## config.mk

```make
export PLATFORM = sky130hd
export DESIGN_NAME = hsv2rgb_mul
export DESIGN_NICKNAME = d
export VERILOG_FILES = /design/src/rtl/hsv2rgb_pkg.sv /design/src/rtl/hsv2rgb_mul.sv
export SDC_FILE = /design/constraint.sdc
export NUM_CORES = 2
export LEC_CHECK = 0
export ABC_AREA = 1
export BUFFER_PORTS_ARGS = -buffer_cell sky130_fd_sc_hd__buf_2
export CAP_MARGIN = 20
export CORE_UTILIZATION = 25
export DETAILED_ROUTE_END_ITERATION = 8
export PLACE_DENSITY_LB_ADDON = 0.12
export SLEW_MARGIN = 10
export SYNTH_ARGS = -nofsm -noshare
export SYNTH_HDL_FRONTEND = slang
export SYNTH_SLANG_ARGS = --single-unit
```

## constraint.sdc

```tcl
create_clock -name clk -period 26.2 [get_ports clk]
set_clock_uncertainty 0.05 [all_clocks]
set_input_delay 0 -clock clk [delete_from_list [all_inputs] [get_ports clk]]
set_output_delay 0 -clock clk [all_outputs]
set_load 0.02 [all_outputs]
```

## src/rtl/hsv2rgb_pkg.sv

```systemverilog
package hsv2rgb_pkg;

  // Field widths of the pixel channels
  localparam int FIELD_W = 16;
  localparam int CHAN_W  = 8;
  localparam int CHAN_MAX = 255;

  // Default number of fraction bits in the hue, saturation and value codes
  localparam int FRAC_BITS_DEF = 12;

  // Hue circle is cut into this many sectors
  localparam int HUE_SECTORS = 6;
  localparam int SECTOR_W = 3;

  // Hue sectors, named by the primary/secondary colors they span
  typedef enum logic [SECTOR_W-1:0] {
    SEC_R_TO_Y = 3'd0,
    SEC_Y_TO_G = 3'd1,
    SEC_G_TO_C = 3'd2,
    SEC_C_TO_B = 3'd3,
    SEC_B_TO_M = 3'd4,
    SEC_M_TO_R = 3'd5
  } sector_t;

  // Per-pixel control that rides along the pipeline
  typedef struct packed {
    logic                grey;
    sector_t             sector;
    logic [CHAN_W-1:0]   cv;
  } pix_ctl_t;

  // Largest saturation code that still counts as grey (below 0.003)
  function automatic int grey_max(input int frac_bits);
    int one;
    one = 1 << frac_bits;
    return (3 * one + 999) / 1000 - 1;
  endfunction

endpackage

```

## src/rtl/hsv2rgb_mul.sv

```systemverilog
module hsv2rgb_mul #(
  parameter int FRAC_BITS = hsv2rgb_pkg::FRAC_BITS_DEF
) (
  input  logic                       clk,
  input  logic                       rst_n,
  input  logic                       up_valid,
  output logic                       up_ready,
  input  hsv2rgb_pkg::pix_ctl_t      up_ctl,
  input  logic [FRAC_BITS:0]         up_sat,
  input  logic [FRAC_BITS:0]         up_val,
  input  logic [FRAC_BITS-1:0]       up_frac,
  output logic                       dn_valid,
  input  logic                       dn_ready,
  output hsv2rgb_pkg::pix_ctl_t      dn_ctl,
  output logic [2*FRAC_BITS+9:0]     dn_p,
  output logic [2*FRAC_BITS+9:0]     dn_q_hi,
  output logic [2*FRAC_BITS+9:0]     dn_q_lo,
  output logic [2*FRAC_BITS+9:0]     dn_t_hi,
  output logic [2*FRAC_BITS+9:0]     dn_t_lo
);
  import hsv2rgb_pkg::*;

  localparam int UNIT_W = FRAC_BITS + 1;
  localparam int SQ_W   = 2 * FRAC_BITS + 1;
  localparam int U_W    = FRAC_BITS + CHAN_W + 1;
  localparam int PROD_W = U_W + UNIT_W;
  localparam logic [UNIT_W-1:0] ONE_U  = UNIT_W'(1) << FRAC_BITS;
  localparam logic [SQ_W-1:0]   ONE_SQ = SQ_W'(1) << (2 * FRAC_BITS);

  logic [UNIT_W-1:0] frac_w;
  logic [UNIT_W-1:0] pm;
  logic [SQ_W-1:0]   sf;
  logic [SQ_W-1:0]   sg;
  logic [U_W-1:0]    u;
  logic              en2;
  logic              en3;

  logic              vld2_r;
  pix_ctl_t          ctl2_r;
  logic [U_W-1:0]    u2_r;
  logic [UNIT_W-1:0] pm2_r;
  logic [SQ_W-1:0]   qx2_r;
  logic [SQ_W-1:0]   tx2_r;

  logic              vld3_r;
  pix_ctl_t          ctl3_r;
  logic [PROD_W-1:0] p3_r;
  logic [PROD_W-1:0] qhi3_r;
  logic [PROD_W-1:0] qlo3_r;
  logic [PROD_W-1:0] thi3_r;
  logic [PROD_W-1:0] tlo3_r;

  // Handshake: each stage moves when empty or when drained downstream
  assign en3      = !vld3_r || dn_ready;
  assign en2      = !vld2_r || en3;
  assign up_ready = en2;

  // Stage 2: saturation products and value times 255
  assign frac_w = UNIT_W'(up_frac);
  assign pm     = ONE_U - up_sat;
  assign sf     = SQ_W'(up_sat) * SQ_W'(frac_w);
  assign sg     = SQ_W'(up_sat) * SQ_W'(ONE_U - frac_w);
  assign u      = U_W'(up_val) * U_W'(CHAN_MAX);

  always_ff @(posedge clk) begin
    if (!rst_n) begin
      vld2_r <= 1'b0;
    end else if (en2) begin
      vld2_r <= up_valid;
    end
  end

  always_ff @(posedge clk) begin
    if (en2 && up_valid) begin
      ctl2_r <= up_ctl;
      u2_r   <= u;
      pm2_r  <= pm;
      qx2_r  <= ONE_SQ - sf;
      tx2_r  <= ONE_SQ - sg;
    end
  end

  // Stage 3: scaled value times the weights, wide weights split in halves
  always_ff @(posedge clk) begin
    if (!rst_n) begin
      vld3_r <= 1'b0;
    end else if (en3) begin
      vld3_r <= vld2_r;
    end
  end

  always_ff @(posedge clk) begin
    if (en3 && vld2_r) begin
      ctl3_r <= ctl2_r;
      p3_r   <= PROD_W'(u2_r) * PROD_W'(pm2_r);
      qhi3_r <= PROD_W'(u2_r) * PROD_W'(qx2_r[SQ_W-1:FRAC_BITS]);
      qlo3_r <= PROD_W'(u2_r) * PROD_W'(qx2_r[FRAC_BITS-1:0]);
      thi3_r <= PROD_W'(u2_r) * PROD_W'(tx2_r[SQ_W-1:FRAC_BITS]);
      tlo3_r <= PROD_W'(u2_r) * PROD_W'(tx2_r[FRAC_BITS-1:0]);
    end
  end

  assign dn_valid = vld3_r;
  assign dn_ctl   = ctl3_r;
  assign dn_p     = p3_r;
  assign dn_q_hi  = qhi3_r;
  assign dn_q_lo  = qlo3_r;
  assign dn_t_hi  = thi3_r;
  assign dn_t_lo  = tlo3_r;

endmodule

```

==> results.cfg <==
[status]
status = complete, no violations

[grt]
grtUsageTotal_pct = 16.2
antenna_found_initial = 9
grt-ovfl-total = 0
grt_pass1_wl_microns = 347000
grt_pass1_vias = 58877
grt_start_max_net_pins = 65

[critical_path]
worstPathRequired_ns = 26.61
crit_type = register to register
start_kind = register
end_kind = register
path_max_fanout = 45
crit_arrival_ns = 7.04
r2r_cells = 20

[logic_synthesis]
avgSynthCellArea_sq_um = 7.72
netlist_top_cells_area = fa_1 38%, nand2_1 15%, inv_1 14%
synth_top_area_share_pct = 37.9
ys_types = 41
ys_ff_latch = 276
syn_area_sq_um = 68800
syn_inst = 8910
ys_warn_count = 0
yosys.area.top_type = fa_1
ys_seq_area_share_pct = 12.0

[final_layout]
nets = 10910
seq_area_sq_um = 8270
final_common_cell = nand2_1
postLayoutCoreUtil_pct = 27.7
drive_gt1_share_pct = 4.34
multi_input_area_sq_um = 49600
syn_to_final_growth_pct = 10.1
instances_no_fill = 12595
final_cell_mix = 2732 x nand2_1, 2549 x inv_1, 1303 x fa_1
fill_cells = 29996

[timing]
tns_ns = 0
grt_setup_unrepaired = no
layout_min_cycle_time_ns = 6.63
setup_viol = 0
slew_violations = 0
hold_violations = 0
post-route-period-util_pct = 25.3
timing.fmax_ghz = 0.151
worstMarginPinSlew_ns = 1.23
fin_ws_ns = 19.57
relSlewSlack_pct = 18.1

[place]
io_buffer_count = 235
dpl.hpwl_microns = 175000
post-place-cells = 12466
place_congestion = 0.846
place_ws_ns = 19.65

[floorplanning]
fp.coreArea_sq_um = 274000
std_cell_rows = 192
initial_core_util_pct = 25.1
die_area_sq_um = 277000
die_h_microns = 526
io_pins = 238
fp.dieW_microns = 526

[route]
detail-route-antenna-nets = 0
drc = 0
drt-initial-drc-count = 2914
dr.pass1.iters = 5
wire_per_inst_microns = 17.4
routed_wl_microns = 219000
viasPerCell = 4.26
num_vias = 53609

[clock_network]
root_buffer = clkbuf_16
clockBufferDepth = 3
cts.reportedPaths.clkPinSlew_ns = 0.06
cts_tree = yes
h-tree-depth = 2
cts_num_sinks = 276
clkLatencyLatePin_ns = 0.72
cts_buffers = 45

[hold_path]
hold_depth = 4
hp-class = input pin to register

[job]
drv_cap = 0
synthesized netlist by cell type:
| master | number |
|---|---|
| a21boi_0 | 1 |
| a21o_1 | 2 |
| a21oi_1 | 171 |
| and2_1 | 17 |
| and3_1 | 1 |
| buf_1 | 8 |
| buf_2 | 5 |
| buf_4 | 5 |
| buf_6 | 3 |
| clkbuf_1 | 301 |
| clkinv_1 | 7 |
| conb_1 | 1 |
| dfxtp_1 | 2 |
| edfxtp_1 | 274 |
| fa_1 | 1303 |
| ha_1 | 584 |
| inv_1 | 2550 |
| inv_2 | 8 |
| nand2_1 | 2732 |
| nand2_2 | 1 |
| nand2_4 | 1 |
| nand3_1 | 211 |
| nand3_2 | 2 |
| nand3b_1 | 5 |
| nand4_1 | 66 |
| nor2_1 | 378 |
| nor2_2 | 1 |
| nor2_4 | 2 |
| nor3_1 | 47 |
| nor3_2 | 2 |
| nor3_4 | 1 |
| nor3b_1 | 1 |
| nor4_1 | 1 |
| nor4_2 | 1 |
| o21ai_0 | 42 |
| o21ai_1 | 2 |
| o21bai_1 | 29 |
| or2_2 | 3 |
| xnor2_1 | 30 |
| xor2_1 | 107 |
| xor2_2 | 2 |
final cells by class:
| cell class | instances | area share (%) |
|---|---|---|
| inverter | 2565 | 12.7 |
| clock buffer | 49 | 1.51 |
| tap | 3589 | 5.93 |
| sequential | 276 | 10.9 |
| timing repair buffer | 333 | 2.75 |
| multi-input combinational | 5748 | 65.6 |
| clock inverter | 33 | 0.574 |
| antenna | 2 | 0.00661 |
through the flow:
| step | hold WS [ns] | area [sq um] |
|---|---|---|
| 2_1_floorplan | 0.0489 | 68800 |
| 3_3_place_gp | 0.129 | 73600 |
| 3_5_place_dp | 0.128 | 73600 |
| 4_1_cts | 0.00523 | 75600 |
| 5_1_grt | 0.0528 | 75700 |
| 6_report | 0.0557 | 75700 |
path summary, 6_finish.rpt:
path | end | startpoint | slack (ns)
worst min register to register | dn_ctl[1] | ctl2_r[1] | 0.37
worst max register to register | dn_q_hi[33] | u2_r[7] | 19.57
worst max-delay path | dn_q_hi[33] | u2_r[7] | 19.57
worst min-delay path | dn_ctl[10] | dn_ready | 0.06
cells by family after synthesis:
| family | after synthesis | synth area share (%) |
|---|---|---|
| adder cells (fa/ha/maj) | 1887 | 48.6 |
| AO/OA/AOI/OAI | 247 | 1.91 |
| AND/OR/NAND/NOR | 3473 | 19.9 |
| other | 1 | 0.00545 |
| flip-flops | 276 | 12.0 |
| XOR/XNOR | 139 | 1.79 |
| buffers and inverters | 2887 | 15.8 |
critical path: stages (launching register included):
cell and delay [ns]:
edfxtp_1 0.98, buf_4 0.79, nand2_1 0.18, fa_1 0.58, inv_1 0.05, fa_1 0.48, fa_1 0.53, inv_1 0.06
fa_1 0.49, fa_1 0.51, inv_1 0.05, ha_1 0.34, nand2_1 0.13, nor2_1 0.23, nand2_1 0.08, nand3_1 0.17
nand2_1 0.08, nand2_1 0.20, nand2_1 0.12, nand3_1 0.10, nand2_1 0.05
registers in the layout, indices dropped and copies added, names as in the netlist, 13 cells and up:
name     count
pm2_r       13
dn_q_lo     32
dn_t_lo     33
tx2_r       24
u2_r        21
dn_q_hi     34
dn_p        34
dn_t_hi     34
qx2_r       25
repair_timing:
item                                   CTS  global route
resized for setup                        0             0
endpoints found under the hold margin   65             0
buffers inserted                         0             0
hold buffers                            40             0
routing by layer:
metal	share of wire, %	GRT usage, %
met5	0.014	0
met4	2.1	3.54
met3	4.5	2.30
met2	46	27.0
met1	47	22.1
Power is left out: the tool's default activity adds up to more than one toggle a clock period on the data nets, which glitch-free logic cannot reach.
