## src/rtl/hsv2rgb_pkg.sv

```systemverilog
package hsv2rgb_pkg;

  // Field widths of the pixel channels
  localparam int FIELD_W = 16;
  localparam int CHAN_W  = 8;
  localparam int CHAN_MAX = 255;

  // Default number of fraction bits in the hue, saturation and value codes
  localparam int FRAC_BITS_DEF = 12;

  // Hue circle is cut into this many sectors
  localparam int HUE_SECTORS = 6;
  localparam int SECTOR_W = 3;

  // Hue sectors, named by the primary/secondary colors they span
  typedef enum logic [SECTOR_W-1:0] {
    SEC_R_TO_Y = 3'd0,
    SEC_Y_TO_G = 3'd1,
    SEC_G_TO_C = 3'd2,
    SEC_C_TO_B = 3'd3,
    SEC_B_TO_M = 3'd4,
    SEC_M_TO_R = 3'd5
  } sector_t;

  // Per-pixel control that rides along the pipeline
  typedef struct packed {
    logic                grey;
    sector_t             sector;
    logic [CHAN_W-1:0]   cv;
  } pix_ctl_t;

  // Largest saturation code that still counts as grey (below 0.003)
  function automatic int grey_max(input int frac_bits);
    int one;
    one = 1 << frac_bits;
    return (3 * one + 999) / 1000 - 1;
  endfunction

endpackage

```

## src/rtl/hsv2rgb_if.sv

```systemverilog


interface hsv2rgb_rgb_if;
  import hsv2rgb_pkg::*;

  logic              valid;
  logic              ready;
  logic [CHAN_W-1:0] red;
  logic [CHAN_W-1:0] green;
  logic [CHAN_W-1:0] blue;

  modport source (output valid, output red, output green, output blue, input ready);
  modport sink   (input valid, input red, input green, input blue, output ready);
endinterface

```

## src/rtl/hsv2rgb_back.sv

```systemverilog
module hsv2rgb_back #(
  parameter int FRAC_BITS = hsv2rgb_pkg::FRAC_BITS_DEF
) (
  input  logic                   clk,
  input  logic                   rst_n,
  input  logic                   up_valid,
  output logic                   up_ready,
  input  hsv2rgb_pkg::pix_ctl_t  up_ctl,
  input  logic [2*FRAC_BITS+9:0] up_p,
  input  logic [2*FRAC_BITS+9:0] up_q_hi,
  input  logic [2*FRAC_BITS+9:0] up_q_lo,
  input  logic [2*FRAC_BITS+9:0] up_t_hi,
  input  logic [2*FRAC_BITS+9:0] up_t_lo,
  hsv2rgb_rgb_if.source          out_px
);
  import hsv2rgb_pkg::*;

  localparam int PROD_W = 2 * FRAC_BITS + 10;
  localparam int SUM_W  = PROD_W + FRAC_BITS;

  logic [SUM_W-1:0]  q_sum;
  logic [SUM_W-1:0]  t_sum;
  logic [CHAN_W-1:0] cp;
  logic [CHAN_W-1:0] cq;
  logic [CHAN_W-1:0] ct;
  logic [CHAN_W-1:0] red_nxt;
  logic [CHAN_W-1:0] green_nxt;
  logic [CHAN_W-1:0] blue_nxt;
  logic              en;
  logic              acc;

  logic              vld_r;
  logic [CHAN_W-1:0] red_r;
  logic [CHAN_W-1:0] green_r;
  logic [CHAN_W-1:0] blue_r;

  // Join the split products and drop the fraction bits
  assign q_sum = (SUM_W'(up_q_hi) << FRAC_BITS) + SUM_W'(up_q_lo);
  assign t_sum = (SUM_W'(up_t_hi) << FRAC_BITS) + SUM_W'(up_t_lo);
  assign cp    = up_p[2*FRAC_BITS +: CHAN_W];
  assign cq    = q_sum[3*FRAC_BITS +: CHAN_W];
  assign ct    = t_sum[3*FRAC_BITS +: CHAN_W];

  // Route channels by hue sector; grey forces all to the value
  always_comb begin
    case (up_ctl.sector)
      SEC_R_TO_Y: begin red_nxt = up_ctl.cv; green_nxt = ct;        blue_nxt = cp;        end
      SEC_Y_TO_G: begin red_nxt = cq;        green_nxt = up_ctl.cv; blue_nxt = cp;        end
      SEC_G_TO_C: begin red_nxt = cp;        green_nxt = up_ctl.cv; blue_nxt = ct;        end
      SEC_C_TO_B: begin red_nxt = cp;        green_nxt = cq;        blue_nxt = up_ctl.cv; end
      SEC_B_TO_M: begin red_nxt = ct;        green_nxt = cp;        blue_nxt = up_ctl.cv; end
      default:    begin red_nxt = up_ctl.cv; green_nxt = cp;        blue_nxt = cq;        end
    endcase
    if (up_ctl.grey) begin
      red_nxt   = up_ctl.cv;
      green_nxt = up_ctl.cv;
      blue_nxt  = up_ctl.cv;
    end
  end

  // Output register: load when empty or when the pixel is taken
  assign en       = !vld_r || out_px.ready;
  assign up_ready = en;
  assign acc      = up_valid && en;

  always_ff @(posedge clk) begin
    if (!rst_n) begin
      vld_r <= 1'b0;
    end else if (en) begin
      vld_r <= up_valid;
    end
  end

  always_ff @(posedge clk) begin
    if (acc) begin
      red_r   <= red_nxt;
      green_r <= green_nxt;
      blue_r  <= blue_nxt;
    end
  end

  assign out_px.valid = vld_r;
  assign out_px.red   = red_r;
  assign out_px.green = green_r;
  assign out_px.blue  = blue_r;

`ifndef SYNTHESIS
  // Grey pixels come out with three equal channels
  a_grey_equal: assert property (@(posedge clk) disable iff (!rst_n)
    acc && up_ctl.grey |=> red_r == green_r && green_r == blue_r)
    else $error("grey pixel with unequal channels");

  // Every pixel carries the value channel somewhere
  a_value_present: assert property (@(posedge clk) disable iff (!rst_n)
    acc |=> red_r == $past(up_ctl.cv) || green_r == $past(up_ctl.cv)
            || blue_r == $past(up_ctl.cv))
    else $error("value channel missing from pixel");

  // Darkened channels never exceed the value channel
  a_p_below_v: assert property (@(posedge clk) disable iff (!rst_n)
    acc && !up_ctl.grey |-> cp <= up_ctl.cv)
    else $error("p channel above value");

  a_qt_below_v: assert property (@(posedge clk) disable iff (!rst_n)
    acc && !up_ctl.grey |-> cq <= up_ctl.cv && ct <= up_ctl.cv)
    else $error("q or t channel above value");
`endif

endmodule

```

## src/flat_wrapper.sv

```systemverilog
// flat-port wrapper written by rule: the top's interface ports become plain ports
module hsv2rgb_back_flat import hsv2rgb_pkg::*;
#(
  parameter int FRAC_BITS = hsv2rgb_pkg::FRAC_BITS_DEF
)
  (clk, rst_n, up_valid, up_ready, up_ctl, up_p, up_q_hi, up_q_lo, up_t_hi, up_t_lo, out_px_valid, out_px_red, out_px_green, out_px_blue, out_px_ready);
  hsv2rgb_rgb_if out_px_i ();
  input  logic clk;
  input  logic rst_n;
  input  logic up_valid;
  output logic up_ready;
  input  hsv2rgb_pkg::pix_ctl_t up_ctl;
  input  logic [2*FRAC_BITS+9:0] up_p;
  input  logic [2*FRAC_BITS+9:0] up_q_hi;
  input  logic [2*FRAC_BITS+9:0] up_q_lo;
  input  logic [2*FRAC_BITS+9:0] up_t_hi;
  input  logic [2*FRAC_BITS+9:0] up_t_lo;
  output wire logic [$bits(out_px_i.valid)-1:0] out_px_valid;
  output wire logic [$bits(out_px_i.red)-1:0] out_px_red;
  output wire logic [$bits(out_px_i.green)-1:0] out_px_green;
  output wire logic [$bits(out_px_i.blue)-1:0] out_px_blue;
  input wire logic [$bits(out_px_i.ready)-1:0] out_px_ready;
  assign out_px_valid = out_px_i.valid;
  assign out_px_red = out_px_i.red;
  assign out_px_green = out_px_i.green;
  assign out_px_blue = out_px_i.blue;
  assign out_px_i.ready = out_px_ready;
  hsv2rgb_back #(.FRAC_BITS(FRAC_BITS)) u_core (.clk(clk), .rst_n(rst_n), .up_valid(up_valid), .up_ready(up_ready), .up_ctl(up_ctl), .up_p(up_p), .up_q_hi(up_q_hi), .up_q_lo(up_q_lo), .up_t_hi(up_t_hi), .up_t_lo(up_t_lo), .out_px(out_px_i));
endmodule
```

## config.mk

```make
export PLATFORM = sky130hd
export DESIGN_NAME = hsv2rgb_back_flat
export DESIGN_NICKNAME = d
export VERILOG_FILES = /design/src/rtl/hsv2rgb_pkg.sv /design/src/rtl/hsv2rgb_if.sv /design/src/rtl/hsv2rgb_back.sv /design/src/flat_wrapper.sv
export SDC_FILE = /design/constraint.sdc
export NUM_CORES = 1
export LEC_CHECK = 0
export BUFFER_PORTS_ARGS = -buffer_cell sky130_fd_sc_hd__buf_2
export CORE_ASPECT_RATIO = 1.25
export CORE_UTILIZATION = 39
export CTS_BUF_LIST = sky130_fd_sc_hd__clkbuf_4 sky130_fd_sc_hd__clkbuf_8
export DETAILED_ROUTE_END_ITERATION = 8
export PLACE_DENSITY = 0.87
export REMOVE_ABC_BUFFERS = 1
export SYNTH_ARGS = -nofsm -noshare
export SYNTH_HDL_FRONTEND = slang
export SYNTH_SLANG_ARGS = --single-unit
```

## constraint.sdc

```tcl
create_clock -name clk -period 2.5 [get_ports clk]
set_input_delay 0.5 -clock clk [delete_from_list [all_inputs] [get_ports clk]]
set_output_delay 0.5 -clock clk [all_outputs]
set_load 0.1 [all_outputs]
```

==> impl_metrics.json <==
{
  "power_mw": 1.75,
  "violations": "negative setup slack",
  "first_pass_iters": 4,
  "drt-initial-drc-count": 357,
  "cts-buffers-inserted": 3,
  "initial_utilization_pct": 40.8,
  "yosys_register_bits": 25,
  "drt-total-wl_mm": 11.5,
  "grt_pass1_wl_mm": 17.2,
  "grtUsageTotal_pct": 26.7,
  "finalMaxSlewViolations": 0,
  "viasPerCell": 5.96,
  "port_buffers": 157,
  "dpl_cell_area_um2": 4220,
  "final.setup_skew_ns": 0.00785,
  "ios": 212,
  "synth_area_um2": 3060,
  "finalWorstSetupSlack_ns": -0.0820,
  "wl_met2_mm": 6.08,
  "overflow": 0,
  "clockBufferDepth": 2,
  "p_sw_mw": 0.767,
  "wl_per_cell_um": 17.5,
  "min_period_ns": 2.58,
  "clk_latency_ns": 0.27,
  "synth.distinct_cells": 61,
  "wl_met3_um": 838,
  "die_y_um": 101,
  "muxShareOfSynthArea_pct": 1.02,
  "yosys.area_share.simple_pct": 19.3,
  "routed.top_layer": "met4",
  "synth_compound_area_share_pct": 31.6,
  "p_clk_share_pct": 14.0,
  "ys.flop_type": "edfxtp_1",
  "p_int_mw": 0.982,
  "num_vias": 3935,
  "ys_warn_count": 0,
  "dp_slack_ns": -0.398,
  "clock.fmax_mhz": 387,
  "syn2layout_area_growth_pct": 57.9,
  "seq_power_share_pct": 29.1,
  "cp-start-kind": "input pin",
  "slowest_stage": "or3_1",
  "leakagePower_nw": 2.10,
  "cellPowerDensity_nw_per_um2": 362,
  "place.gp.congestion": 0.990,
  "n_antenna_cell": 0,
  "cts_sinks": 25,
  "die_w_um": 81.2,
  "ctsRootBufferMaster": "clkbuf_8",
  "synth_edf_count": 24,
  "synth_cells": 374,
  "synth-seq-area-share_pct": 24.2,
  "avgSynthCellArea_um2": 8.17,
  "whs_ns": 0.467,
  "stdcell_area_um2": 4830,
  "peakVddDrop_mv": 0.277,
  "post-place-cells": 652,
  "arrival_ns": 2.61,
  "status": "finished with violations",
  "endpoint_kind": "flip-flop",
  "setup_viol": 3,
  "final_cells": 660,
  "crit_fanout": 5,
  "grt_pass1_vias": 3827,
  "critPathKind": "in -> reg",
  "clkSlewWorstSetupHoldPaths_ns": 0.09,
  "cts_tree": "done",
  "coreArea_um2": 7490,
  "ant_nets": 0,
  "finalCritPeriodShare_pct": 103,
  "cts.htree.levels": 1,
  "combPwrFrac_pct": 56.8,
  "worst_slew_margin_rel_pct": 42.4,
  "grt_max_degree": 25,
  "synthArstFlopShare_pct": 0,
  "synth-xor-area-share_pct": 3.72,
  "rsz0062_at_grt": "true",
  "drive_gt1_share_pct": 47.9,
  "fin_nets": 797,
  "drv_cap": 0,
  "swShare_pct": 43.9,
  "tns_ns": -0.113,
  "synth_top_family_by_area": "compound AO/OA/AOI/OAI gates",
  "fin_util_pct": 64.4,
  "drc": 0,
  "synth-adder-area-share_pct": 17.2,
  "final-hold-violation-count": 0,
  "dieArea_um2": 8200,
  "slowest_delay_ns": 0.32,
  "worstPathCellList": "buf_2 > ha_4 > nand4_1 > o31ai_2 > o21ai_2 > a31oi_4 > buf_4 > nand3_2 > xnor2_1 > or3_1 > a22o_1",
  "hold_class": "in -> reg",
  "m1WireLength_mm": 4.27,
  "tightest_slew_ns": 0.861,
  "rows": 35,
  "dpl.hpwl_mm": 8.63,
  "crit_required_ns": 2.53,
  "antenna_found_initial": 0
}
==> final timing paths <==
check	start	to	slack, ns	cells past startpoint
setup / recovery	up_t_lo[31]	u_core.out_px.blue[3]	-0.08	11
hold / removal	rst_n	u_core.out_px.valid	0.47	2
setup reg to reg	u_core.out_px.valid	u_core.out_px.red[6]	1.33	3
hold reg to reg	u_core.out_px.valid	u_core.out_px.valid	0.54	2
==> cells in the mapped netlist (3+ instances only) <==
master	n	area (µm²)
ha_1	42	526
a21o_1	3	22.5
inv_1	10	37.5
o21ai_1	4	20.0
o21ai_0	23	115
nand2_1	44	165
xor2_1	6	52.6
and3_1	4	25.0
o211ai_1	5	37.5
o22ai_1	13	81.3
a211oi_1	3	22.5
o31ai_1	4	30.0
a22oi_1	6	45.0
a21oi_1	32	160
a221oi_1	6	52.6
nor3_1	5	25.0
nor2_1	33	124
xnor2_1	7	61.3
o21a_1	6	45.0
a31oi_1	7	43.8
nand3_1	19	95.1
a32oi_1	3	26.3
nand4_1	9	56.3
clkbuf_1	11	41.3
edfxtp_1	24	721
==> critical path, delay by kind of cell <==
family	cells	cell delay, ns
AO/OA/AOI/OAI	4	0.86
buffers and inverters	2	0.27
adder cells (fa/ha/maj)	1	0.27
AND/OR/NAND/NOR	3	0.55
XOR/XNOR	1	0.16
==> routing by layer <==
layer  vias up  track usage (%)
met5         -                0
met4         0             9.20
met3        40             4.34
met2       221             49.4
met1      1823             30.1
li1       1851                -
==> registers in the layout (all words and copies together) (netlist names) <==
register             flops
u_core.out_px.green      8
u_core.out_px.blue       8
u_core.out_px.red        8
u_core.out_px.valid      1
==> area by class of cell <==
| class | count | area (µm²) |
|---|---|---|
| sequential | 25 | 741 |
| timing repair buffer | 202 | 1170 |
| clock buffer | 3 | 41.3 |
| tap | 92 | 115 |
| multi-input combinational | 325 | 2710 |
| fill | 608 | 2660 |
| clock inverter | 1 | 5.00 |
| inverter | 12 | 45.0 |
==> timing repair <==
| action | CTS | global route |
|---|---|---|
| setup endpoints to repair | 10 | 21 |
| pin swaps | 3 | 37 |
| resized for setup | 12 | 59 |
| buffers inserted | 1 | 3 |
| hold buffers | 0 | 0 |
==> logic make-up after synthesis <==
group	Yosys count
compound gates	140
xor+xnor	13
fa+ha+maj	42
buf+inv	24
flops	25
mux	3
simple gates	127
==> power by group through the flow <==
| stage | Combinational [mW] | Clock [mW] | Sequential (mW) |
|---|---|---|---|
| after floorplan | 0.299 | 0 | 0.761 |
| after global placement | 0.836 | 0 | 0.519 |
| after detailed placement | 0.860 | 0 | 0.520 |
| after CTS | 0.880 | 0.250 | 0.510 |
| after global routing | 1.07 | 0.263 | 0.514 |
| final | 0.994 | 0.245 | 0.510 |
==> cells in the final DEF, fill, tap and decap left out, types with 3 or more instances in the layout <==
| cell type | count |
|---|---|
| o21ai_1 | 6 |
| buf_4 | 45 |
| buf_6 | 8 |
| inv_1 | 10 |
| a22oi_1 | 6 |
| o22ai_1 | 12 |
| a211oi_1 | 3 |
| a32oi_1 | 3 |
| a31oi_1 | 6 |
| ha_1 | 19 |
| nor3_1 | 5 |
| ha_4 | 23 |
| clkbuf_8 | 3 |
| and3_1 | 3 |
| nand2_1 | 42 |
| o31ai_2 | 3 |
| nand4_1 | 9 |
| xnor2_2 | 4 |
| o21a_1 | 6 |
| a21oi_2 | 6 |
| a221oi_2 | 6 |
| edfxtp_1 | 24 |
| o21ai_0 | 20 |
| nor2_1 | 32 |
| o211ai_1 | 5 |
| buf_2 | 149 |
| a21oi_1 | 26 |
| a21o_1 | 3 |
| xor2_1 | 4 |
| nand3_1 | 16 |
| xnor2_1 | 3 |
Power figures use the tool's default switching activity.
