--- src/rtl/hsv2rgb_pkg.sv ---
package hsv2rgb_pkg;

  // Field widths of the pixel channels
  localparam int FIELD_W = 16;
  localparam int CHAN_W  = 8;
  localparam int CHAN_MAX = 255;

  // Default number of fraction bits in the hue, saturation and value codes
  localparam int FRAC_BITS_DEF = 12;

  // Hue circle is cut into this many sectors
  localparam int HUE_SECTORS = 6;
  localparam int SECTOR_W = 3;

  // Hue sectors, named by the primary/secondary colors they span
  typedef enum logic [SECTOR_W-1:0] {
    SEC_R_TO_Y = 3'd0,
    SEC_Y_TO_G = 3'd1,
    SEC_G_TO_C = 3'd2,
    SEC_C_TO_B = 3'd3,
    SEC_B_TO_M = 3'd4,
    SEC_M_TO_R = 3'd5
  } sector_t;

  // Per-pixel control that rides along the pipeline
  typedef struct packed {
    logic                grey;
    sector_t             sector;
    logic [CHAN_W-1:0]   cv;
  } pix_ctl_t;

  // Largest saturation code that still counts as grey (below 0.003)
  function automatic int grey_max(input int frac_bits);
    int one;
    one = 1 << frac_bits;
    return (3 * one + 999) / 1000 - 1;
  endfunction

endpackage

--- src/rtl/hsv2rgb_if.sv ---
interface hsv2rgb_hsv_if;
  import hsv2rgb_pkg::*;

  logic               valid;
  logic               ready;
  logic [FIELD_W-1:0] hue;
  logic [FIELD_W-1:0] saturation;
  logic [FIELD_W-1:0] brightness;

  modport source (output valid, output hue, output saturation, output brightness,
                  input ready);
  modport sink   (input valid, input hue, input saturation, input brightness,
                  output ready);
endinterface


--- src/rtl/hsv2rgb_front.sv ---
module hsv2rgb_front #(
  parameter int FRAC_BITS = hsv2rgb_pkg::FRAC_BITS_DEF
) (
  input  logic                  clk,
  input  logic                  rst_n,
  hsv2rgb_hsv_if.sink           in_px,
  output logic                  dn_valid,
  input  logic                  dn_ready,
  output hsv2rgb_pkg::pix_ctl_t dn_ctl,
  output logic [FRAC_BITS:0]    dn_sat,
  output logic [FRAC_BITS:0]    dn_val,
  output logic [FRAC_BITS-1:0]  dn_frac
);
  import hsv2rgb_pkg::*;

  localparam int UNIT_W = FRAC_BITS + 1;
  localparam int EXT_W  = FIELD_W + 1;
  localparam int HUE6_W = FRAC_BITS + SECTOR_W;
  localparam int PROD_W = EXT_W + CHAN_W;
  localparam logic [EXT_W-1:0]   ONE_EXT  = EXT_W'(1) << FRAC_BITS;
  localparam logic [FIELD_W-1:0] GREY_MAX = FIELD_W'(grey_max(FRAC_BITS));

  logic [EXT_W-1:0]     sat_ext;
  logic [EXT_W-1:0]     val_ext;
  logic [EXT_W-1:0]     val_sel;
  logic [UNIT_W-1:0]    sat_wrap;
  logic [UNIT_W-1:0]    val_wrap;
  logic [HUE6_W-1:0]    hue6;
  logic [PROD_W-1:0]    val_prod;
  logic [PROD_W-1:0]    val_shift;
  logic                 grey;
  logic [CHAN_W-1:0]    cv;
  logic                 en;

  logic                 vld_r;
  pix_ctl_t             ctl_r;
  logic [UNIT_W-1:0]    sat_r;
  logic [UNIT_W-1:0]    val_r;
  logic [FRAC_BITS-1:0] frac_r;

  // Grey test on the raw saturation code
  assign grey = (in_px.saturation <= GREY_MAX);

  // Wrap saturation and value above one to their fraction
  assign sat_ext  = {1'b0, in_px.saturation};
  assign val_ext  = {1'b0, in_px.brightness};
  assign sat_wrap = (sat_ext > ONE_EXT) ? {1'b0, sat_ext[FRAC_BITS-1:0]}
                                        : sat_ext[FRAC_BITS:0];
  assign val_wrap = (val_ext > ONE_EXT) ? {1'b0, val_ext[FRAC_BITS-1:0]}
                                        : val_ext[FRAC_BITS:0];

  // Hue fraction times six: sector in the top bits, position below
  assign hue6 = HUE6_W'(in_px.hue[FRAC_BITS-1:0]) * HUE6_W'(HUE_SECTORS);

  // Value channel, saturated for the unwrapped grey case
  assign val_sel   = grey ? val_ext : EXT_W'(val_wrap);
  assign val_prod  = PROD_W'(val_sel) * PROD_W'(CHAN_MAX);
  assign val_shift = val_prod >> FRAC_BITS;
  assign cv = (val_shift > PROD_W'(CHAN_MAX)) ? CHAN_W'(CHAN_MAX)
                                               : val_shift[CHAN_W-1:0];

  // Advance when empty or when the next stage takes the transaction
  assign en          = !vld_r || dn_ready;
  assign in_px.ready = en;

  always_ff @(posedge clk) begin
    if (!rst_n) begin
      vld_r <= 1'b0;
    end else if (en) begin
      vld_r <= in_px.valid;
    end
  end

  always_ff @(posedge clk) begin
    if (en && in_px.valid) begin
      ctl_r.grey   <= grey;
      ctl_r.sector <= sector_t'(hue6[HUE6_W-1 -: SECTOR_W]);
      ctl_r.cv     <= cv;
      sat_r        <= sat_wrap;
      val_r        <= val_wrap;
      frac_r       <= hue6[FRAC_BITS-1:0];
    end
  end

  assign dn_valid = vld_r;
  assign dn_ctl   = ctl_r;
  assign dn_sat   = sat_r;
  assign dn_val   = val_r;
  assign dn_frac  = frac_r;

endmodule

--- src/flat_wrapper.sv ---
// flat-port wrapper written by rule: the top's interface ports become plain ports
module hsv2rgb_front_flat import hsv2rgb_pkg::*;
#(
  parameter int FRAC_BITS = hsv2rgb_pkg::FRAC_BITS_DEF
)
  (clk, rst_n, dn_valid, dn_ready, dn_ctl, dn_sat, dn_val, dn_frac, in_px_valid, in_px_hue, in_px_saturation, in_px_brightness, in_px_ready);
  hsv2rgb_hsv_if in_px_i ();
  input  logic clk;
  input  logic rst_n;
  output logic dn_valid;
  input  logic dn_ready;
  output hsv2rgb_pkg::pix_ctl_t dn_ctl;
  output logic [FRAC_BITS:0] dn_sat;
  output logic [FRAC_BITS:0] dn_val;
  output logic [FRAC_BITS-1:0] dn_frac;
  input wire logic [$bits(in_px_i.valid)-1:0] in_px_valid;
  input wire logic [$bits(in_px_i.hue)-1:0] in_px_hue;
  input wire logic [$bits(in_px_i.saturation)-1:0] in_px_saturation;
  input wire logic [$bits(in_px_i.brightness)-1:0] in_px_brightness;
  output wire logic [$bits(in_px_i.ready)-1:0] in_px_ready;
  assign in_px_i.valid = in_px_valid;
  assign in_px_i.hue = in_px_hue;
  assign in_px_i.saturation = in_px_saturation;
  assign in_px_i.brightness = in_px_brightness;
  assign in_px_ready = in_px_i.ready;
  hsv2rgb_front #(.FRAC_BITS(FRAC_BITS)) u_core (.clk(clk), .rst_n(rst_n), .in_px(in_px_i), .dn_valid(dn_valid), .dn_ready(dn_ready), .dn_ctl(dn_ctl), .dn_sat(dn_sat), .dn_val(dn_val), .dn_frac(dn_frac));
endmodule
--- config.mk ---
export PLATFORM = sky130hd
export DESIGN_NAME = hsv2rgb_front_flat
export DESIGN_NICKNAME = d
export VERILOG_FILES = /design/src/rtl/hsv2rgb_pkg.sv /design/src/rtl/hsv2rgb_if.sv /design/src/rtl/hsv2rgb_front.sv /design/src/flat_wrapper.sv
export SDC_FILE = /design/constraint.sdc
export NUM_CORES = 1
export LEC_CHECK = 0
export BUFFER_PORTS_ARGS = -buffer_cell sky130_fd_sc_hd__buf_2
export CAP_MARGIN = 20
export CORE_UTILIZATION = 52
export CTS_BUF_LIST = sky130_fd_sc_hd__clkbuf_4 sky130_fd_sc_hd__clkbuf_8 sky130_fd_sc_hd__clkbuf_16
export CTS_CLUSTER_SIZE = 8
export DETAILED_ROUTE_END_ITERATION = 10
export PLACE_DENSITY = 0.79
export SYNTH_ARGS = -nofsm -noshare
export SYNTH_HDL_FRONTEND = slang
export SYNTH_SLANG_ARGS = --single-unit
--- constraint.sdc ---
create_clock -name clk -period 7.4 [get_ports clk]
set_input_delay 2.22 -clock clk [delete_from_list [all_inputs] [get_ports clk]]
set_output_delay 2.22 -clock clk [all_outputs]
set_load 0.005 [all_outputs]
==> out/metrics.cfg, run 1 <==
[drt]
ant_nets = 0
drt_first_pass_iters = 6
routed_via_density = 5.256
wl_per_cell_um = 14.55
drc = 0
initialDrtViolationCount = 218
vias = 4194
wl_mm = 11.61

[grt]
grt_pass1_vias = 4438
grt_overflow = 0
grt_max_degree = 50
antenna_found_initial = 0
grt_util_all_layers_pct = 23.35
grt_first_pass_wirelength_mm = 20.20

[sta]
setup_violations = 0
fin_crit_sh_pct = 96.95
whs_ns = 0.5279
rsz0062_at_grt = no
finalClockSkew_ns = 0.01060
hold_viol_final = 0
slew_violations = 0
finalWorstSetupSlack_ns = 0.2257
timing.fmax_mhz = 139.4
fin_crit_ns = 7.174

[synthesis]
async_flop_share_pct = 0
synthCells = 502
yosysSeqAreaShare_pct = 27.80
synth-edff-count = 49
yosysUniqueCellTypes = 58
synth_warnings = 0
synth.most_common_cell = inv_1
syn_area_um2 = 5364
synth_fp_nets = 686
synth_area_leaders = edfxtp_1, fa_1, ha_1
ys_seq_elements = 50
synth_area_per_cell_um2 = 10.69
synth_top_area_share_pct = 27.43
synthFlopType = edfxtp_1
yosysTopAreaCell = edfxtp_1
synth_commonest_cells = inv_1, fa_1, ha_1, edfxtp_1, nand2_1

[placed_design]
dpl_cell_area_um2 = 6490
dp_cells = 789
gp_congestion = 0.8607
post-place-ws_ns = -0.3155
port_buffers = 98
dp_hpwl_mm = 9.650

[critical_path]
path_depth = 20
critical-path-top-delay-family = adder cells
cp_slowest_stage_delay_ns = 0.56
crit_top_cell = fa_1
cp-start-kind = primary input
worst-setup-path-type = in -> reg
endpoint_kind = register
cp.arrival_ns = 7.26
crit_buf_inv = 4
cpMaxStageDelayCell = fa_1
ff2ff_path_depth = 3
cp_max_fo = 5
crit_chain = buf_2, nor4_2, nand3_1, a311oi_2, buf_4, and2_4, clkinvlp_4, fa_2, fa_1, fa_1, fa_1, inv_1, ha_4, a21o_1, a21o_1, or3_4, o311ai_2, o21ba_4, a211oi_4, a21bo_1
cp.required_ns = 7.49

[power]
p_per_area_nw_per_um2 = 290.8
ir_drop_uv = 164.1
leakagePower_uw = 0.003338

[run_status]
run_status = finished, final reports clean

[final_layout]
area_delta_synth_final_pct = 24.45
final_cell_area_um2 = 6675
nets = 848
n_fill_cell = 734
fin_cells = 798
drive_above_1_share_pct = 29.62
diodes = 0

[clock_tree]
cts_made_buffers = 5
cts_max_path_buffers = 2
clkSinkCount = 50
worstSkewPairLatency_ns = 0.32
htree_levels = 2
cts_tree = built
root_buffer = clkbuf_8
cts_resized = 0
post_cts_buffers = 0
hold_buffers = 0
clk_pin_slew_ns = 0.10

[min_path]
hold_depth = 2
hold_path.class = reg -> reg

[floorplan]
rows = 36
die_h_um = 103.6
dieArea_um2 = 10730
dieWidth_um = 103.6
initial_core_util_pct = 54.38
io_pins = 104
coreArea_um2 = 9864

[job]
drv_cap = 0

-- placed cells by master (no fill, tap or decap), types with 11 or more instances in the layout --
cell	instances
fa_1	67
ha_1	62
nor3_1	11
buf_4	59
inv_1	109
a21oi_1	19
nor2_1	19
buf_2	98
edfxtp_1	49
o21ai_0	13
xnor2_1	14
nand2_1	27
-- cell families after synthesis --
kind of cell | count (synthesis) | synth area share [%]
AO/OA/AOI/OAI | 82 | 10.45
XOR/XNOR | 18 | 2.939
adder cells (fa/ha/maj) | 132 | 40.31
buffers and inverters | 114 | 8.071
flip-flops | 50 | 27.80
multiplexers | 3 | 0.5832
other | 1 | 0.06991
AND/OR/NAND/NOR | 102 | 9.774
-- path summary, 6_finish.rpt --
kind / start / endpoint / slack [ns]
min: u_core.dn_valid / u_core.dn_valid / 0.53
max: in_px_saturation[6] / u_core.dn_ctl[3] / 0.23
max reg2reg: u_core.dn_valid / u_core.dn_val[12] / 6.09
min reg2reg: u_core.dn_valid / u_core.dn_valid / 0.53
-- stage by stage --
stage	util [%]	setup TNS [ns]	power, uW
2_1_floorplan	-	0	1317
3_3_place_gp	65.79	-1.340	1667
3_5_place_dp	65.79	-2.397	1714
4_1_cts	66.70	0	1895
5_1_grt	67.67	0	2136
6_report	67.67	0	1941
-- registers in the layout (all words and copies together), names as in the netlist --
| signal | count |
|---|---|
| u_core.dn_sat | 13 |
| u_core.dn_val | 13 |
| u_core.dn_ctl | 12 |
| u_core.dn_frac | 11 |
| u_core.dn_valid | 1 |
-- power breakdown --
group | switching [uW] | total (uW) | internal, uW
Clock | 100 | 171 | 71.4
Combinational | 725 | 1360 | 640
Sequential | 10.0 | 405 | 395
-- routing by layer --
| metal | global-route usage, % | routed length (um) | up-vias |
|---|---|---|---|
| met2 | 41.47 | 6019 | 127 |
| met3 | 3.650 | 499 | 35 |
| li1 | - | - | 1996 |
| met4 | 9.213 | 359 | 0 |
| met5 | 0 | 0 | - |
| met1 | 28.41 | 4732 | 2036 |
-- worst reg2reg max path: cells and delay by family, from the launching register on --
kind | cells | cell delay, ns
simple gates | 2 | 0.40
buf+inv | 1 | 0.28
flops | 1 | 0.32
-- final cells by class --
class	count	area, um^2	area share (%)
multi-input cells	338	3546	53.12
flip-flops and latches	50	1491	22.34
repair buffers	159	964.7	14.45
inverters	110	416.7	6.242
well taps	133	166.4	2.493
clock buffers	6	76.32	1.143
clock inverters	2	13.76	0.2062
(Power assumes the default switching activity.)
==> run 2: changes to the inputs <==
- CORE_ASPECT_RATIO: unset -> 0.5
==> out/metrics.cfg, run 2 (same netlist as run 1, synthesis figures left out) <==
[final_layout]
diodes = 0  ; unchanged
fin_cells = 803  ; was 798
final_cell_area_um2 = 6773  ; was 6675 um^2
regArea_um2 = 1491  ; unchanged
area_delta_synth_final_pct = 26.27  ; was 24.45%
n_fill_cell = 739  ; was 734
nets = 851  ; was 848
final_cell_mix = inv_1, buf_2, fa_1  ; unchanged
final_common_cell = inv_1  ; unchanged
multiInputGateArea_um2 = 3535  ; was 3546 um^2
drive_above_1_share_pct = 29.34  ; was 29.62%

[drt]
vias = 4114  ; was 4194
wl_per_cell_um = 14.08  ; was 14.55 um
drt_first_pass_iters = 4  ; was 6
routed_via_density = 5.123  ; was 5.256
wl_mm = 11.30  ; was 11.61 mm
initialDrtViolationCount = 190  ; was 218
drc = 0  ; unchanged
ant_nets = 0  ; unchanged

[clock_tree]
cts_made_buffers = 5  ; unchanged
cts_max_path_buffers = 2  ; unchanged
htree_levels = 2  ; unchanged
worstSkewPairLatency_ns = 0.29  ; was 0.32 ns
root_buffer = clkbuf_16  ; was clkbuf_8
clkSinkCount = 50  ; unchanged
hold_buffers = 0  ; unchanged
cts_tree = built  ; unchanged
clk_pin_slew_ns = 0.06  ; was 0.10 ns

[placed_design]
dp_hpwl_mm = 9.316  ; was 9.650 mm
gp_congestion = 0.8936  ; was 0.8607
dpl_cell_area_um2 = 6500  ; was 6490 um^2
port_buffers = 98  ; unchanged
dp_cells = 792  ; was 789

[grt]
grt_overflow = 0  ; unchanged
grt_max_degree = 50  ; unchanged
grt_pass1_vias = 4255  ; was 4438
antenna_found_initial = 0  ; unchanged
grt_first_pass_wirelength_mm = 19.52  ; was 20.20 mm
grt_util_all_layers_pct = 23.13  ; was 23.35%

[sta]
timing.fmax_mhz = 137.3  ; was 139.4 MHz
hold_viol_final = 0  ; unchanged
fin_crit_sh_pct = 98.41  ; was 96.95%
fin_crit_ns = 7.282  ; was 7.174 ns
setup_violations = 0  ; unchanged
whs_ns = 0.5426  ; was 0.5279 ns
finalClockSkew_ns = 0.003181  ; was 0.01060 ns
slew_violations = 0  ; unchanged

[power]
netSwitchingFraction_pct = 40.96  ; was 43.01%
internal_power_uw = 1205  ; was 1106 uW
p_per_area_nw_per_um2 = 301.3  ; was 290.8 nW/um^2
seqPwrFrac_pct = 19.8  ; was 20.9%
ir_drop_uv = 207.5  ; was 164.1 uV
pwr-share-comb_pct = 67.1  ; was 70.3%
clock_power_share_pct = 13.1  ; was 8.8%
switchingPower_uw = 835.7  ; was 835.0 uW
leakagePower_uw = 0.003385  ; was 0.003338 uW

[job]
drv_cap = 0  ; unchanged

[floorplan]
io_pins = 104  ; unchanged
rows = 25  ; was 36
dieWidth_um = 145.6  ; was 103.6 um
initial_core_util_pct = 55.14  ; was 54.38%
dieArea_um2 = 10750  ; was 10730 um^2
die_h_um = 73.82  ; was 103.6 um
coreArea_um2 = 9728  ; was 9864 um^2

[critical_path]
cp.arrival_ns = 7.33  ; was 7.26 ns
cp.required_ns = 7.45  ; was 7.49 ns
cp-start-kind = primary input  ; unchanged
worst-setup-path-type = in -> reg  ; unchanged
endpoint_kind = register  ; unchanged
cp_max_fo = 5  ; unchanged

[run_status]
run_status = finished, final reports clean  ; unchanged

[min_path]
hold_path.class = reg -> reg  ; unchanged

==> run 2: cell count changes in the layout (fill, tap and decap cells not counted), sizes merged <==
cell    before  now
buf        159  162
bufinv       0    1
clkbuf       6    7
clkinv       1    0
inv        110  109
==> run 2: path summary, 6_finish.rpt <==
check	start	cells past startpoint	end	slack (ns)
worst max-delay path	in_px_saturation[9]	22	u_core.dn_ctl[3]	0.12
worst min-delay path	u_core.dn_valid	2	u_core.dn_valid	0.54
worst max register to register	u_core.dn_valid	3	u_core.dn_ctl[5]	6.05
worst min register to register	u_core.dn_valid	2	u_core.dn_valid	0.54
==> run 2: cell type report <==
class	instances	area share (%)
multi-input combinational	338	52.19
sequential	50	22.02
timing repair buffer	162	14.63
inverter	110	6.152
tap	135	2.494
clock buffer	7	2.069
clock inverter	1	0.4434
==> run 2: power groups by stage <==
stage | combinational, uW | sequential, uW | clock (uW)
final | 1370 | 403 | 267
after global routing | 1550 | 407 | 280
after CTS | 1330 | 405 | 270
after detailed placement | 1300 | 410 | 0
after global placement | 1250 | 409 | 0
after floorplan | 899 | 418 | 0
==> run 2: timing repair <==
| item | CTS | global route |
|---|---|---|
| gates resized for setup | 0 | 13 |
| hold endpoints to repair | 0 | 0 |
| setup buffers | 0 | 2 |
| setup endpoints to repair | 0 | 8 |
==> run 2: critical path, cell delays in order <==
cell	delay, ns
buf_2	0.12
nor4_4	0.28
nand3_1	0.16
a311oi_2	0.21
buf_4	0.19
and2_4	0.17
buf_4	0.13
fa_1	0.46
fa_1	0.52
inv_1	0.06
fa_1	0.54
inv_1	0.04
ha_1	0.29
ha_1	0.35
buf_4	0.16
nand2_1	0.09
o2111ai_1	0.13
mux2_2	0.32
a211oi_1	0.23
a311oi_1	0.12
a211oi_4	0.30
a21bo_1	0.24
==> run 2: metrics by stage <==
step	utilization [%]	TNS [ns]	worst slack [ns]	power (uW)
global route	69.62	-0.01239	-0.01239	2234
detailed placement	66.82	-1.739	-0.2355	1711
finish	69.62	0	0.1178	2040
global placement	66.82	-1.341	-0.1838	1662
floorplan	-	0	0.01911	1317
CTS	68.57	0	0.05732	2009
==> run 2: metal layers <==
layer	up-vias	share of wire (%)	GRT usage (%)	wire, um
met5	-	0	0	0
met4	0	1.1	5.497	126
met3	13	4.5	3.540	508
met2	112	52	42.95	5823
met1	1987	43	28.98	4845
li1	2002	-	-	-
==> run 3: changes to the inputs <==
- BUFFER_PORTS_ARGS: -buffer_cell sky130_fd_sc_hd__buf_2 -> unset
- CORE_UTILIZATION: 52 -> 55
- DONT_BUFFER_PORTS: unset -> 1
- PLACE_DENSITY: 0.79 -> 0.8
==> out/metrics.cfg, run 3 (same netlist as run 1, synthesis figures left out) <==
[placed_design]
post-place-ws_ns = -0.05216  ; was -0.2355 ns
gp_congestion = 0.8854  ; was 0.8936
port_buffers = 0  ; was 98
dp_hpwl_mm = 8.448  ; was 9.316 mm

[grt]
grt_util_all_layers_pct = 21.77  ; was 23.13%
grt_pass1_vias = 3650  ; was 4255
grt_overflow = 0  ; unchanged
grt_max_degree = 50  ; unchanged
antenna_found_initial = 0  ; unchanged
grt_first_pass_wirelength_mm = 17.28  ; was 19.52 mm

[drt]
initialDrtViolationCount = 169  ; was 190
drc = 0  ; unchanged
routed_via_density = 5.376  ; was 5.123
drt_first_pass_iters = 4  ; unchanged
wl_mm = 10.12  ; was 11.30 mm
vias = 3634  ; was 4114
wl_per_cell_um = 14.97  ; was 14.08 um
ant_nets = 0  ; unchanged

[clock_tree]
hold_buffers = 0  ; unchanged
cts_made_buffers = 5  ; unchanged
clk_pin_slew_ns = 0.06  ; about the same
clkSinkCount = 50  ; unchanged
cts_max_path_buffers = 2  ; unchanged
worstSkewPairLatency_ns = 0.28  ; was 0.29 ns
cts_resized = 0  ; unchanged
root_buffer = clkbuf_16  ; unchanged
cts_tree = built  ; unchanged
htree_levels = 2  ; unchanged
post_cts_buffers = 0  ; unchanged

[floorplan]
initial_core_util_pct = 56.78  ; was 55.14%
rows = 25  ; unchanged
dieWidth_um = 141.7  ; was 145.6 um
dieArea_um2 = 10180  ; was 10750 um^2
coreArea_um2 = 9447  ; was 9728 um^2
io_pins = 104  ; unchanged
die_h_um = 71.83  ; was 73.82 um

[power]
ir_drop_uv = 209.6  ; was 207.5 uV
leakagePower_uw = 0.002854  ; was 0.003385 uW
p_per_area_nw_per_um2 = 312.4  ; was 301.3 nW/um^2
p_total_uw = 1878  ; was 2040 uW

[sta]
relSlewSlack_pct = 59.71
setup_violations = 0  ; unchanged
slew_violations = 0  ; unchanged
fin_crit_ns = 7.120  ; was 7.282 ns
fin_crit_sh_pct = 96.22  ; was 98.41%
finalClockSkew_ns = 0.003679  ; was 0.003181 ns
finalWorstSetupSlack_ns = 0.2797  ; was 0.1178 ns
hold_viol_final = 0  ; unchanged
tightest_slew_ns = 0.6044
rsz0062_at_grt = no
timing.fmax_mhz = 140.4  ; was 137.3 MHz

[critical_path]
cp.arrival_ns = 7.16  ; was 7.33 ns
cp.required_ns = 7.44  ; was 7.45 ns
cp_max_fo = 7  ; was 5
cp-start-kind = primary input  ; unchanged
worst-setup-path-type = in -> reg  ; unchanged
critical-path-top-delay-family = adder cells  ; unchanged
cpMaxStageDelayCell = fa_1  ; unchanged
crit_chain = nor4_2, nand3_1, a311oi_2, buf_4, and2_4, clkinvlp_4, fa_1, inv_1, ha_1, inv_1, fa_1, inv_1, fa_1, ha_1, buf_4, o211ai_1, a21oi_1, o21a_1, o311ai_1, o21ba_4, a211oi_4, buf_4, nand2b_1  ; was buf_2, nor4_4, nand3_1, a311oi_2, buf_4, and2_4, buf_4, fa_1, fa_1, inv_1, fa_1, inv_1, ha_1, ha_1, buf_4, nand2_1, o2111ai_1, mux2_2, a211oi_1, a311oi_1, a211oi_4, a21bo_1
endpoint_kind = register  ; unchanged
crit_buf_inv = 7  ; was 6
cp_slowest_stage_delay_ns = 0.54  ; about the same

[final_layout]
area_delta_synth_final_pct = 12.06  ; was 26.27%
diodes = 0  ; unchanged
final_cell_mix = inv_1, fa_1, ha_1  ; was inv_1, buf_2, fa_1
final_common_cell = inv_1  ; unchanged
nets = 724  ; was 851
n_fill_cell = 745  ; was 739
drive_above_1_share_pct = 11.83  ; was 29.34%

[job]
drv_cap = 0  ; unchanged

[run_status]
run_status = finished, final reports clean  ; unchanged

[min_path]
hold_path.class = reg -> reg  ; unchanged

## run 3: changes by cell type in the layout (fill, tap and decap cells not counted), sizes merged
cell	previous run	this run
buf	162	35
## run 3: path summary, 6_finish.rpt
kind	cells after the start	slack, ns	end	startpoint
max	23	0.28	u_core.dn_ctl[6]	in_px_saturation[6]
min	2	0.57	u_core.dn_valid	u_core.dn_valid
max reg2reg	3	5.84	u_core.dn_ctl[10]	u_core.dn_valid
min reg2reg	2	0.57	u_core.dn_valid	u_core.dn_valid
## run 3: stage by stage
step                      setup TNS (ns)  instances  cell area [um^2]  util [%]  hold slack, ns
after floorplan                        0        502              5401         -          0.5366
after global placement           -0.1154        667              5807     61.47          0.5586
after detailed placement         -0.3526        667              5807     61.47          0.5671
after CTS                              0        675              5977     63.27          0.5760
after global routing                   0        676              6011     63.63          0.6243
final                                  0        676              6011     63.63          0.5721
## run 3: area by class of cell
cell class / count / area (um^2) / area share [%]
clock inverter: 1 / 30.03 / 0.4996
timing repair buffer: 35 / 275.3 / 4.580
clock buffer: 7 / 140.1 / 2.331
tap: 135 / 168.9 / 2.810
inverter: 110 / 416.7 / 6.932
sequential: 50 / 1491 / 24.81
multi-input combinational: 338 / 3488 / 58.04
## run 3: where the power goes
part	switching (uW)	internal (uW)	leakage, uW
clock	97.6	167	0.0000850
combinational	649	547	0.00229
sequential	19.4	397	0.000483
total	766	1110	0.00285
## run 3: worst min-delay path: stages (launching register included)
cell and delay [ns]:
dfxtp_1 0.33, nand2b_1 0.11, a21boi_0 0.09
## run 3: routing by layer
| layer | up-vias | GRT usage, % | wire length (um) |
|---|---|---|---|
| met4 | 0 | 3.345 | 69 |
| met5 | - | 0 | 0 |
| met3 | 9 | 3.142 | 421 |
| li1 | 1760 | - | - |
| met2 | 95 | 40.18 | 5205 |
| met1 | 1770 | 27.99 | 4426 |
